$ cat config.mk
export PLATFORM = sky130hd
export DESIGN_NAME = stream_mean_variance_monotonic_core
export DESIGN_NICKNAME = d
export VERILOG_FILES = /design/src/rtl/core/smv_pkg.sv /design/src/rtl/core/smv_div.sv /design/src/rtl/core/smv_dp.sv /design/src/rtl/core/smv_ctrl.sv /design/src/rtl/core/stream_mean_variance_monotonic_core.sv
export SDC_FILE = /design/constraint.sdc
export NUM_CORES = 2
export LEC_CHECK = 0
export BUFFER_PORTS_ARGS = -buffer_cell sky130_fd_sc_hd__buf_2
export CAP_MARGIN = 15
export CORE_MARGIN = 4
export CORE_UTILIZATION = 38
export CTS_BUF_LIST = sky130_fd_sc_hd__clkbuf_4 sky130_fd_sc_hd__clkbuf_8 sky130_fd_sc_hd__clkbuf_16
export DETAILED_ROUTE_END_ITERATION = 8
export SLEW_MARGIN = 15
export SYNTH_ARGS = -nofsm -noshare
export SYNTH_HDL_FRONTEND = slang
export SYNTH_HIERARCHICAL = 1
export SYNTH_SLANG_ARGS = --single-unit
$ cat constraint.sdc
create_clock -name clk_i -period 13.15 [get_ports clk_i]
set_input_delay 1.315 -clock clk_i [delete_from_list [all_inputs] [get_ports clk_i]]
set_output_delay 1.315 -clock clk_i [all_outputs]
set_load 0.02 [all_outputs]
$ cat src/rtl/core/smv_pkg.sv
// shared types and constants of the stream mean and variance core
package smv_pkg;

  localparam int FracBits    = 8;
  localparam int MaxElements = 65536;

  localparam int ByteW  = 8;
  localparam int ValW   = 16;
  localparam int CountW = 17;
  localparam int SumW   = 32;
  localparam int SqW    = 48;
  localparam int SqHalf = SqW / 2;
  localparam int MulW   = 32;
  localparam int ProdW  = 2 * MulW;
  localparam int DenW   = 2 * (CountW - 1) + 1;
  localparam int DvdW   = ProdW + FracBits;
  localparam int DivCntW = $clog2(DvdW + 1);
  localparam int MeanW  = 24;
  localparam int VarW   = 40;

  localparam int CfgIdxW  = 1;
  localparam int CfgDataW = 16;
  localparam int ElemBytesW = 2;

  localparam logic [CfgIdxW-1:0]    RegElementBytes = 1'd0;
  localparam logic [CfgIdxW-1:0]    RegLeadSkip     = 1'd1;
  localparam logic [ElemBytesW-1:0] ElemBytesReset  = 2'd1;
  localparam logic [ElemBytesW-1:0] ElemBytesTwo    = 2'd2;
  localparam logic [CountW-1:0]     MaxCount        = CountW'(MaxElements);

  // steps of the closing arithmetic, one per cycle
  typedef enum logic [2:0] {
    FinNone,
    FinSq,
    FinNHi,
    FinNLo,
    FinDen,
    FinNum
  } fin_step_e;

  typedef enum logic {
    DivMean,
    DivVar
  } div_sel_e;

  typedef struct packed {
    logic      byte_en;
    fin_step_e fin_step;
    logic      div_start;
    div_sel_e  div_sel;
    logic      take_mean;
    logic      out_load;
  } smv_cmd_t;

  typedef struct packed {
    logic div_busy;
  } smv_status_t;

endpackage

$ cat src/rtl/core/smv_div.sv
// restoring divider, one quotient bit per cycle
module smv_div (
  input  logic                       clk_i,
  input  logic                       rst_ni,
  input  logic                       start_i,
  input  logic [smv_pkg::DvdW-1:0]   dividend_i,
  input  logic [smv_pkg::DenW-1:0]   divisor_i,
  output logic                       busy_o,
  output logic [smv_pkg::DvdW-1:0]   quotient_o
);

  logic [smv_pkg::DenW-1:0]    rem_q, rem_d;
  logic [smv_pkg::DvdW-1:0]    dq_q, dq_d;
  logic [smv_pkg::DenW-1:0]    dsr_q, dsr_d;
  logic [smv_pkg::DivCntW-1:0] cnt_q, cnt_d;
  logic [smv_pkg::DenW:0]      trial;
  logic [smv_pkg::DenW:0]      diff;
  logic                        qbit;

  assign trial = {rem_q, dq_q[smv_pkg::DvdW-1]};
  assign diff  = trial - {1'b0, dsr_q};
  assign qbit  = (trial >= {1'b0, dsr_q});

  always_comb begin
    rem_d = rem_q;
    dq_d  = dq_q;
    dsr_d = dsr_q;
    cnt_d = cnt_q;
    if (start_i) begin
      rem_d = '0;
      dq_d  = dividend_i;
      dsr_d = divisor_i;
      cnt_d = smv_pkg::DivCntW'(smv_pkg::DvdW);
    end else if (cnt_q != '0) begin
      // remainder stays below the divisor, so the top trial bit drops out
      rem_d = qbit ? diff[smv_pkg::DenW-1:0] : trial[smv_pkg::DenW-1:0];
      dq_d  = {dq_q[smv_pkg::DvdW-2:0], qbit};
      cnt_d = cnt_q - 1'b1;
    end
  end

  always_ff @(posedge clk_i or negedge rst_ni) begin
    if (!rst_ni) begin
      cnt_q <= '0;
    end else begin
      cnt_q <= cnt_d;
    end
  end

  always_ff @(posedge clk_i) begin
    rem_q <= rem_d;
    dq_q  <= dq_d;
    dsr_q <= dsr_d;
  end

  assign busy_o     = (cnt_q != '0);
  assign quotient_o = dq_q;

endmodule

$ cat src/rtl/core/smv_dp.sv
// datapath: configuration, running sums, closing multiply and divide, result register
module smv_dp (
  input  logic                           clk_i,
  input  logic                           rst_ni,
  input  smv_pkg::smv_cmd_t              cmd_i,
  output smv_pkg::smv_status_t           status_o,
  input  logic [smv_pkg::ByteW-1:0]      sample_byte_i,
  input  logic                           cfg_we_i,
  input  logic [smv_pkg::CfgIdxW-1:0]    cfg_idx_i,
  input  logic [smv_pkg::CfgDataW-1:0]   cfg_data_i,
  output logic [smv_pkg::MeanW-1:0]      mean_q8_o,
  output logic [smv_pkg::VarW-1:0]       variance_q8_o,
  output logic                           is_monotonic_o,
  output logic                           is_increasing_o,
  output logic                           is_decreasing_o,
  output logic                           set_empty_o,
  output logic [smv_pkg::CountW-1:0]     element_total_o
);

  logic [smv_pkg::ElemBytesW-1:0] elem_bytes_q, elem_bytes_d;
  logic [smv_pkg::CfgDataW-1:0]   lead_skip_q, lead_skip_d;
  logic [smv_pkg::CfgDataW-1:0]   skip_left_q, skip_left_d;
  logic                           phase_q, phase_d;
  logic [smv_pkg::ByteW-1:0]      low_hold_q, low_hold_d;
  logic [smv_pkg::ValW-1:0]       prev_q, prev_d;
  logic [smv_pkg::CountW-1:0]     count_q, count_d;
  logic [smv_pkg::SumW-1:0]       sum_q, sum_d;
  logic [smv_pkg::SqW-1:0]        sumsq_q, sumsq_d;
  logic                           rising_q, rising_d;
  logic                           falling_q, falling_d;

  logic                           take;
  logic [smv_pkg::ValW-1:0]       elem;
  logic [2*smv_pkg::ValW-1:0]     elem_sq;

  // closing arithmetic
  logic [smv_pkg::MulW-1:0]       mul_a, mul_b;
  logic [smv_pkg::ProdW-1:0]      p_q;
  logic [smv_pkg::ProdW-1:0]      sq_q;
  logic [smv_pkg::ProdW-1:0]      acc_q;
  logic [smv_pkg::ProdW-1:0]      num_q;
  logic [smv_pkg::DenW-1:0]       den_q;
  logic [smv_pkg::MeanW-1:0]      mean_hold_q;

  logic [smv_pkg::DvdW-1:0]       div_dividend;
  logic [smv_pkg::DenW-1:0]       div_divisor;
  logic [smv_pkg::DvdW-1:0]       div_quot;
  logic                           div_busy;

  assign elem_sq = elem * elem;

  always_comb begin
    elem_bytes_d = elem_bytes_q;
    lead_skip_d  = lead_skip_q;
    skip_left_d  = skip_left_q;
    phase_d      = phase_q;
    low_hold_d   = low_hold_q;
    prev_d       = prev_q;
    count_d      = count_q;
    sum_d        = sum_q;
    sumsq_d      = sumsq_q;
    rising_d     = rising_q;
    falling_d    = falling_q;
    take         = 1'b0;
    elem         = {{(smv_pkg::ValW - smv_pkg::ByteW){1'b0}}, sample_byte_i};

    if (cmd_i.byte_en) begin
      if (skip_left_q != '0) begin
        skip_left_d = skip_left_q - 1'b1;
      end else if (elem_bytes_q == smv_pkg::ElemBytesTwo) begin
        if (!phase_q) begin
          low_hold_d = sample_byte_i;
          phase_d    = 1'b1;
        end else begin
          phase_d = 1'b0;
          take    = 1'b1;
          elem    = {sample_byte_i, low_hold_q};
        end
      end else begin
        phase_d = 1'b0;
        take    = 1'b1;
      end
    end

    // elements past the count limit leave everything untouched
    if (take && (count_q < smv_pkg::MaxCount)) begin
      if (count_q != '0) begin
        if (elem < prev_q) begin
          rising_d = 1'b0;
        end
        if (elem > prev_q) begin
          falling_d = 1'b0;
        end
      end
      prev_d  = elem;
      count_d = count_q + 1'b1;
      sum_d   = sum_q + smv_pkg::SumW'(elem);
      sumsq_d = sumsq_q + smv_pkg::SqW'(elem_sq);
    end

    if (cmd_i.out_load) begin
      skip_left_d = lead_skip_q;
      phase_d     = 1'b0;
      low_hold_d  = '0;
      prev_d      = '0;
      count_d     = '0;
      sum_d       = '0;
      sumsq_d     = '0;
      rising_d    = 1'b1;
      falling_d   = 1'b1;
    end

    if (cfg_we_i) begin
      case (cfg_idx_i)
        smv_pkg::RegElementBytes: begin
          elem_bytes_d = cfg_data_i[smv_pkg::ElemBytesW-1:0];
        end
        smv_pkg::RegLeadSkip: begin
          lead_skip_d = cfg_data_i;
          skip_left_d = cfg_data_i;
        end
        default: begin
        end
      endcase
    end
  end

  always_ff @(posedge clk_i or negedge rst_ni) begin
    if (!rst_ni) begin
      elem_bytes_q <= smv_pkg::ElemBytesReset;
      lead_skip_q  <= '0;
      skip_left_q  <= '0;
      phase_q      <= 1'b0;
      low_hold_q   <= '0;
      prev_q       <= '0;
      count_q      <= '0;
      sum_q        <= '0;
      sumsq_q      <= '0;
      rising_q     <= 1'b1;
      falling_q    <= 1'b1;
    end else begin
      elem_bytes_q <= elem_bytes_d;
      lead_skip_q  <= lead_skip_d;
      skip_left_q  <= skip_left_d;
      phase_q      <= phase_d;
      low_hold_q   <= low_hold_d;
      prev_q       <= prev_d;
      count_q      <= count_d;
      sum_q        <= sum_d;
      sumsq_q      <= sumsq_d;
      rising_q     <= rising_d;
      falling_q    <= falling_d;
    end
  end

  // n*sumsq is split into two halves to keep the multiplier at 32x32
  always_comb begin
    mul_a = '0;
    mul_b = '0;
    case (cmd_i.fin_step)
      smv_pkg::FinSq: begin
        mul_a = sum_q;
        mul_b = sum_q;
      end
      smv_pkg::FinNHi: begin
        mul_a = smv_pkg::MulW'(count_q);
        mul_b = smv_pkg::MulW'(sumsq_q[smv_pkg::SqW-1:smv_pkg::SqHalf]);
      end
      smv_pkg::FinNLo: begin
        mul_a = smv_pkg::MulW'(count_q);
        mul_b = smv_pkg::MulW'(sumsq_q[smv_pkg::SqHalf-1:0]);
      end
      smv_pkg::FinDen: begin
        mul_a = smv_pkg::MulW'(count_q);
        mul_b = smv_pkg::MulW'(count_q);
      end
      default: begin
      end
    endcase
  end

  always_ff @(posedge clk_i) begin
    p_q <= mul_a * mul_b;
    case (cmd_i.fin_step)
      smv_pkg::FinNHi: sq_q  <= p_q;
      smv_pkg::FinNLo: acc_q <= p_q << smv_pkg::SqHalf;
      smv_pkg::FinDen: acc_q <= acc_q + p_q;
      smv_pkg::FinNum: begin
        num_q <= acc_q - sq_q;
        den_q <= p_q[smv_pkg::DenW-1:0];
      end
      default: begin
      end
    endcase
    if (cmd_i.take_mean) begin
      mean_hold_q <= div_quot[smv_pkg::MeanW-1:0];
    end
  end

  always_comb begin
    if (cmd_i.div_sel == smv_pkg::DivMean) begin
      div_dividend = smv_pkg::DvdW'(sum_q) << smv_pkg::FracBits;
      div_divisor  = smv_pkg::DenW'(count_q);
    end else begin
      div_dividend = smv_pkg::DvdW'(num_q) << smv_pkg::FracBits;
      div_divisor  = den_q;
    end
  end

  smv_div u_div (
    .clk_i      (clk_i),
    .rst_ni     (rst_ni),
    .start_i    (cmd_i.div_start),
    .dividend_i (div_dividend),
    .divisor_i  (div_divisor),
    .busy_o     (div_busy),
    .quotient_o (div_quot)
  );

  assign status_o.div_busy = div_busy;

  // result register
  always_ff @(posedge clk_i) begin
    if (cmd_i.out_load) begin
      if (count_q == '0) begin
        mean_q8_o       <= '0;
        variance_q8_o   <= '0;
        is_monotonic_o  <= 1'b0;
        is_increasing_o <= 1'b0;
        is_decreasing_o <= 1'b0;
        set_empty_o     <= 1'b1;
        element_total_o <= '0;
      end else begin
        mean_q8_o       <= mean_hold_q;
        variance_q8_o   <= div_quot[smv_pkg::VarW-1:0];
        is_monotonic_o  <= rising_q | falling_q;
        is_increasing_o <= rising_q;
        is_decreasing_o <= falling_q;
        set_empty_o     <= 1'b0;
        element_total_o <= count_q;
      end
    end
  end

endmodule

$ cat src/rtl/core/smv_ctrl.sv
// controller: input and output handshakes and the closing sequence
module smv_ctrl (
  input  logic                   clk_i,
  input  logic                   rst_ni,
  input  logic                   in_valid_i,
  output logic                   in_ready_o,
  input  logic                   final_byte_i,
  output logic                   out_valid_o,
  input  logic                   out_ready_i,
  input  smv_pkg::smv_status_t   status_i,
  output smv_pkg::smv_cmd_t      cmd_o
);

  localparam logic [3:0] S_IDLE   = 4'd0;
  localparam logic [3:0] S_SQ     = 4'd1;
  localparam logic [3:0] S_NHI    = 4'd2;
  localparam logic [3:0] S_NLO    = 4'd3;
  localparam logic [3:0] S_DEN    = 4'd4;
  localparam logic [3:0] S_NUM    = 4'd5;
  localparam logic [3:0] S_MSTART = 4'd6;
  localparam logic [3:0] S_MDIV   = 4'd7;
  localparam logic [3:0] S_VSTART = 4'd8;
  localparam logic [3:0] S_VDIV   = 4'd9;
  localparam logic [3:0] S_OUT    = 4'd10;

  logic [3:0] state_q, state_d;
  logic       out_valid_q, out_valid_d;
  logic       in_take;
  logic       out_free;

  assign in_ready_o = (state_q == S_IDLE);
  assign in_take    = in_valid_i && in_ready_o;
  assign out_free   = !out_valid_q || out_ready_i;

  always_comb begin
    state_d         = state_q;
    cmd_o           = '0;
    cmd_o.fin_step  = smv_pkg::FinNone;
    cmd_o.div_sel   = smv_pkg::DivMean;
    cmd_o.byte_en   = in_take;
    case (state_q)
      S_IDLE: begin
        if (in_take && final_byte_i) begin
          state_d = S_SQ;
        end
      end
      S_SQ: begin
        cmd_o.fin_step = smv_pkg::FinSq;
        state_d        = S_NHI;
      end
      S_NHI: begin
        cmd_o.fin_step = smv_pkg::FinNHi;
        state_d        = S_NLO;
      end
      S_NLO: begin
        cmd_o.fin_step = smv_pkg::FinNLo;
        state_d        = S_DEN;
      end
      S_DEN: begin
        cmd_o.fin_step = smv_pkg::FinDen;
        state_d        = S_NUM;
      end
      S_NUM: begin
        cmd_o.fin_step = smv_pkg::FinNum;
        state_d        = S_MSTART;
      end
      S_MSTART: begin
        cmd_o.div_start = 1'b1;
        state_d         = S_MDIV;
      end
      S_MDIV: begin
        if (!status_i.div_busy) begin
          cmd_o.take_mean = 1'b1;
          state_d         = S_VSTART;
        end
      end
      S_VSTART: begin
        cmd_o.div_sel   = smv_pkg::DivVar;
        cmd_o.div_start = 1'b1;
        state_d         = S_VDIV;
      end
      S_VDIV: begin
        cmd_o.div_sel = smv_pkg::DivVar;
        if (!status_i.div_busy) begin
          state_d = S_OUT;
        end
      end
      S_OUT: begin
        cmd_o.div_sel = smv_pkg::DivVar;
        // wait until the result register is free
        if (out_free) begin
          cmd_o.out_load = 1'b1;
          state_d        = S_IDLE;
        end
      end
      default: begin
        state_d = S_IDLE;
      end
    endcase
  end

  always_comb begin
    out_valid_d = out_valid_q;
    if (cmd_o.out_load) begin
      out_valid_d = 1'b1;
    end else if (out_valid_q && out_ready_i) begin
      out_valid_d = 1'b0;
    end
  end

  always_ff @(posedge clk_i or negedge rst_ni) begin
    if (!rst_ni) begin
      state_q     <= S_IDLE;
      out_valid_q <= 1'b0;
    end else begin
      state_q     <= state_d;
      out_valid_q <= out_valid_d;
    end
  end

  assign out_valid_o = out_valid_q;

endmodule

$ cat src/rtl/core/stream_mean_variance_monotonic_core.sv
// top level of the stream mean, variance and monotonic check core
//
// Input channel (in_valid_i / in_ready_o) carries one stream byte per
// transaction plus a flag marking the last byte of a data set. Leading bytes
// set by the lead_skip register are dropped, the rest form 1- or 2-byte
// little-endian elements (element_bytes register).
// Non-final bytes are taken one per cycle. A final byte starts the closing
// sequence: four products on one shared 32x32 multiplier, then two passes
// of a one-bit-per-cycle restoring divider over 64+FracBits dividend bits
// (mean, then variance). No byte is taken from the final byte until the
// result is loaded into the result register.
// The output channel (out_valid_o / out_ready_i) has its own result register:
// bytes of the next set flow in while a result waits; the next final byte is
// taken, and once its closing sequence is done the input holds until the
// receiver has taken the previous result.
// Reset clears the running sums, sets the rising and falling flags, sets
// element_bytes to 1 and lead_skip to 0, and drops any pending result.
// Configuration writes (cfg_we_i, cfg_idx_i, cfg_data_i) take effect at
// once; a lead_skip write also restarts the skip count.
module stream_mean_variance_monotonic_core (
  input  logic                           clk_i,
  input  logic                           rst_ni,
  input  logic                           in_valid_i,
  output logic                           in_ready_o,
  input  logic [smv_pkg::ByteW-1:0]      sample_byte_i,
  input  logic                           final_byte_i,
  output logic                           out_valid_o,
  input  logic                           out_ready_i,
  output logic [smv_pkg::MeanW-1:0]      mean_q8_o,
  output logic [smv_pkg::VarW-1:0]       variance_q8_o,
  output logic                           is_monotonic_o,
  output logic                           is_increasing_o,
  output logic                           is_decreasing_o,
  output logic                           set_empty_o,
  output logic [smv_pkg::CountW-1:0]     element_total_o,
  input  logic                           cfg_we_i,
  input  logic [smv_pkg::CfgIdxW-1:0]    cfg_idx_i,
  input  logic [smv_pkg::CfgDataW-1:0]   cfg_data_i
);

  smv_pkg::smv_cmd_t    cmd;
  smv_pkg::smv_status_t status;

  smv_ctrl u_ctrl (
    .clk_i        (clk_i),
    .rst_ni       (rst_ni),
    .in_valid_i   (in_valid_i),
    .in_ready_o   (in_ready_o),
    .final_byte_i (final_byte_i),
    .out_valid_o  (out_valid_o),
    .out_ready_i  (out_ready_i),
    .status_i     (status),
    .cmd_o        (cmd)
  );

  smv_dp u_dp (
    .clk_i           (clk_i),
    .rst_ni          (rst_ni),
    .cmd_i           (cmd),
    .status_o        (status),
    .sample_byte_i   (sample_byte_i),
    .cfg_we_i        (cfg_we_i),
    .cfg_idx_i       (cfg_idx_i),
    .cfg_data_i      (cfg_data_i),
    .mean_q8_o       (mean_q8_o),
    .variance_q8_o   (variance_q8_o),
    .is_monotonic_o  (is_monotonic_o),
    .is_increasing_o (is_increasing_o),
    .is_decreasing_o (is_decreasing_o),
    .set_empty_o     (set_empty_o),
    .element_total_o (element_total_o)
  );

endmodule
### Yosys cells after proc, flatten, opt, wreduce, memory -nomap -nowiden

Cells that the tools add are included.

* logic and storage cells: 163
* input port bits: 31
* register bits: 706
* output and inout bits: 87

* $add $sub $neg: 8
* $mul: 2
* $lt $le $gt $ge: 4
* reduce and logical (&&, ||, !) cells: 30
* bitwise operators: 2
* mux-type cells: 64
* equal/unequal tests: 22

Operators with widths (count)
* 72-bit 2-to-1 mux: 3
* 16-bit 2-to-1 mux: 11
* 32-bit case mux with 4 select lines: 1
* 64-bit case mux with 2 select lines: 1
* 48-bit 2-to-1 mux: 2
* 64-bit adder: 1
* 32-bit by 32-bit multiplier with 64-bit output: 1
* 32-bit 2-to-1 mux: 2
* 32-bit case mux with 2 select lines: 1
* 64-bit subtractor: 1
* 17-bit 2-to-1 mux: 3
* 48-bit by 32-bit adder with 48-bit output: 1
* 4-bit case mux with 11 select lines: 1
* 8-bit 2-to-1 mux: 5
* 34-bit by 33-bit greater-or-equal comparator with 1-bit output: 1
* 33-bit 2-to-1 mux: 1
* 33-bit subtractor: 1
* 32-bit by 16-bit adder with 32-bit output: 1
* 16-bit by 16-bit multiplier with 32-bit output: 1
* 1-bit 2-to-1 mux: 26
* 2-bit nonzero test: 9
* 17-bit by 1-bit adder with 17-bit output (second input constant): 1
* 17-bit zero test: 1
* 17-bit less-than comparator (second input constant): 1
* other kinds (31): 55

### Depth between registers and ports, before layout

* depth after elaboration: 9
* mapped depth: 38
* depth with buffers taken out: 34

### Hierarchy

Netlist, hierarchy kept.

By module, submodules not included
* smv_dp: sequential area each 15268.4 µm², cells an instance 7417, times used 1, area each 69371.5 µm²
* smv_div: sequential area each 3988.8 µm², cells an instance 724, times used 1, area each 7955.1 µm²
* smv_ctrl: sequential area each 125.1 µm², cells an instance 48, times used 1, area each 391.6 µm²

### Least setup slack after synthesis

No wires, ideal clock.

* path kind: flip-flop to flip-flop
* start point: register u_ctrl.state_q[2]
* end point: register u_dp/p_q[60] (netlist bit)
* slack: 2406 ps
* library setup time: 72 ps
* stages on the path, launching flop included: 35
* period minus slack after synthesis: 10744 ps
* required time: 13078 ps
* path buffers: 5
* arrival time: 10672 ps
* cells stage by stage: dfrtp_1 clkbuf_1 nor2b_1 and2_1 nand2b_1 nor2_1 clkbuf_1 buf_1 a221o_1 clkbuf_1 nand2_1 fa_1 fa_1 inv_1 fa_1 fa_1 fa_1 fa_1 fa_1 inv_1 fa_1 inv_1 ha_1 clkbuf_1 a21o_1 a21o_1 a21oi_1 o22ai_1 nor4b_1 o41ai_1 a22o_1 o2111ai_1 a21oi_1 a311oi_1 xnor2_1

RTL lines
* from (decl): line smv_ctrl.sv:26 `logic [3:0] state_q, state_d;`
* from (signal assigned): line smv_ctrl.sv:116 `state_q <= state_d;`
* to (signal assigned): line smv_dp.sv:183 `p_q <= mul_a * mul_b;`
* to (decl): line smv_dp.sv:38 `logic [smv_pkg::ProdW-1:0] p_q;`

==> results.md <==
* Ports at 118
* Vias at 58130
* Fmax at 82.42 MHz
* Max rail drop VDD at 0.09888 mV
* Drt total wl at 237400 um
* Clk network pwr share at 0.464
* Aggregate global-route resource usage at 0.2248
* Top-area cell type share of the netlist area at 0.2821
* Worst r2r dst: u_dp/p_q[60]
* H-Tree Depth at 3
* Switching share of power at 0.2332
* Dominant synthesized flop cell: edfxtp_1
* Layout cell share with drive strength beyond 1 at 0.07445
* Crit path top cell by count: fa_1
* Hold depth at 0
* Non-Filler Instances at 10850
* Via density per instance at 5.359
* Yosys warns at 6
* Flop2flop setup slack at 1020 ps
* Antenna-violating nets left at 0
* Hold Path Sink: u_dp/sq_q[57]
* Data required time of the worst path at 13740 ps
* Asr flop ratio synth at 0.2408
* Post-DP HPWL at 186200 um
* Top post-synthesis cells by count: inv_1 (1490), fa_1 (1095), nor2_1 (824)
* Root Driver: clkbuf_16
* Setup Fix Bufs, Post-CTS at 0
* Critical Path Fanout Max at 84
* Rel. slew slack at 0.1992
* Slowest stage delay, CP at 840 ps
* Sequential Area at 19380 sq um
* Fin util at 0.4148
* Crit-path slowest cell: and2_0
* Worst setup EP type: flip-flop
* Starting Density at 0.3834
* Fillers at 19800
* Final hold vios at 0
* Most frequent cell after synthesis: inv_1
* Worst Path Buf+Inv at 9
* Place WS at 1236 ps
* Worst reg2reg path depth at 33
* Clk slew on worst S/H paths at 60 ps
* Int Power at 3.874 mW
* Power Density at 60.07 nW/um^2
* Worst slew pin tran at 1201 ps
* CTS Hold Buffers Added at 0
* Worst Hold Class: reg2reg
* Vias in the first global route at 60240
* Grt total ovfl at 0
* Outcome: finished clean
* Routed WL per cell at 21.88 um
* Area of the core at 202700 sq um
* Hold path start: u_dp/p_q[57]
* Final clock skew at 47.37 ps
* Starting DRT DRC Count at 5096
* Site Rows at 165
* Die Height at 460.2 um
* Tot Pwr at 5.052 mW
* Lkg Pwr at 40.11 nW
* Placed cells at 10700
* Yosys top cell by area: fa_1
* Port buffer count at 117
* Post-DP Area at 81350 sq um
* Tmin final at 12130 ps
* First-pass GRT wire length at 365400 um
* # clock sinks at 706
* Yosys cell types at 103
* Number of buffers created by CTS at 79
* Hold_ws at 458.5 ps
* Antenna violations before repair at 17
* Syn avg cell area at 9.491 sq um
* CP Launch Type: flip-flop
* Delay-heaviest family, CP: adder cells
* Area of the multi-input gates at 51450 sq um
* Net switching power figure at 1.178 mW
* Post-Syn Area at 77720 sq um
* Die Width at 460.2 um
* Fin. max-slew vios at 0
* Worst-Skew Late Latency at 690 ps
* DRC at 0
* Largest net degree at the start of global routing at 119
* Post-route setup TNS at 0 ps
* Maximum root-to-sink buffer count at 3
* EDFF count, synth at 439
* Resize count post-CTS at 0
* Count of final setup violators at 0
* Mapped Cells at 8189
* Router iterations before antenna repair at 6
* Die footprint at 211800 sq um
* RSZ-0062 raised after global routing: false
* GPL Wtd Cong at 0.9509
* Finished Cell Area at 84100 sq um
* CP Data Arrival Time at 12720 ps
* Seq pwr share at 0.467
* Synth top area cells: fa_1 (28%), edfxtp_1 (17%), ha_1 (9.0%)
* Sequential area share after synthesis at 0.2494
* Area growth syn-to-layout at 8.214%
* Fin worst setup slack at 1017 ps
* Kind of critical path: reg2reg
* Fin crit share at 0.9227
* Fin nets at 9792
* Seq cells post-synth at 706
* CTS tree: done
* Max Cap Viol at 0
* Combinational fraction of design power at 0.069
* Worst r2r src: u_ctrl/state_q[0]
worst reg2reg max path: cells and delay by family, from the launching register on:
family	cells	cell delay (ps)
XOR/XNOR	1	160
adder cells (fa/ha/maj)	9	4310
AND/OR/NAND/NOR	4	2040
AO/OA/AOI/OAI	10	2930
buffers and inverters	9	2080
flip-flops	1	560
registers in the layout (all words and copies together), names as in the netlist, 16 cells and up:
signal / count
u_dp/num_q: 64
u_dp/variance_q8_o: 40
u_dp/lead_skip_q: 16
u_dp/element_total_o: 17
u_dp/sum_q: 32
u_dp/u_div/rem_q: 33
u_dp/u_div/quotient_o: 72
u_dp/count_q: 17
u_dp/sq_q: 64
u_dp/p_q: 64
u_dp/den_q: 33
u_dp/u_div/dsr_q: 33
u_dp/sumsq_q: 48
u_dp/skip_left_q: 16
u_dp/mean_q8_o: 24
u_dp/acc_q: 64
u_dp/prev_q: 16
u_dp/mean_hold_q: 24
routing by layer:
layer,global-route usage,share of wire
met1,0.3029,0.42
met3,0.04250,0.083
met2,0.3676,0.47
met4,0.06885,0.033
met5,0,0.000055
cell type report:
type,instances,share of cell area
antenna,8,0.0002380
clock buffer,107,0.02764
clock inverter,36,0.004895
inverter,1504,0.06713
multi-input combinational,5576,0.6118
sequential,706,0.2305
tap,2672,0.03975
timing repair buffer,238,0.01811
logic make-up (layout without fill, tap and decap cells):
kind of cell | count (synthesis) | count (layout) | synth area share
simple gates | 2298 | 2298 | 0.1323
mux | 142 | 142 | 0.02027
other cells | 1 | 16 | 0.00004825
fa+ha+maj | 1656 | 1656 | 0.3724
buf+inv | 1914 | 1885 | 0.09366
compound gates | 1176 | 1176 | 0.09858
flops | 706 | 706 | 0.2494
xor+xnor | 296 | 296 | 0.03336
worst max-delay path by stage:
stage,depth (start not counted),start,slack [ps],endpoint
finish,33,u_ctrl/state_q[0],1020,u_dp/p_q[60]
global route,33,u_ctrl/state_q[0],490,u_dp/p_q[60]
CTS,33,u_ctrl/state_q[0],1170,u_dp/p_q[60]
detailed placement,33,u_ctrl/state_q[0],1240,u_dp/p_q[60]
global placement,33,u_ctrl/state_q[0],1510,u_dp/p_q[60]
floorplan,34,u_ctrl/state_q[2],2410,u_dp/p_q[60]
cells in the final DEF, fill, tap and decap left out, types with 148 or more instances in the layout:
| cell | synthesis | routed |
|---|---|---|
| a21o_1 | 158 | 158 |
| a21oi_1 | 378 | 377 |
| and2_1 | 148 | 148 |
| dfrtp_1 | 167 | 167 |
| edfxtp_1 | 439 | 439 |
| fa_1 | 1095 | 1095 |
| ha_1 | 561 | 561 |
| inv_1 | 1490 | 1490 |
| nand2_1 | 808 | 807 |
| nor2_1 | 824 | 819 |
| o21ai_0 | 193 | 192 |
| xnor2_1 | 175 | 175 |
power by group through the flow:
stage | Clock, mW | Sequential (mW) | Combinational, mW
after global routing | 2.50 | 2.36 | 0.392
after detailed placement | 0 | 2.40 | 0.341
final | 2.35 | 2.36 | 0.347
after floorplan | 0 | 2.40 | 0.257
after CTS | 2.41 | 2.36 | 0.347
after global placement | 0 | 2.40 | 0.337
(Power assumes the default switching activity.)
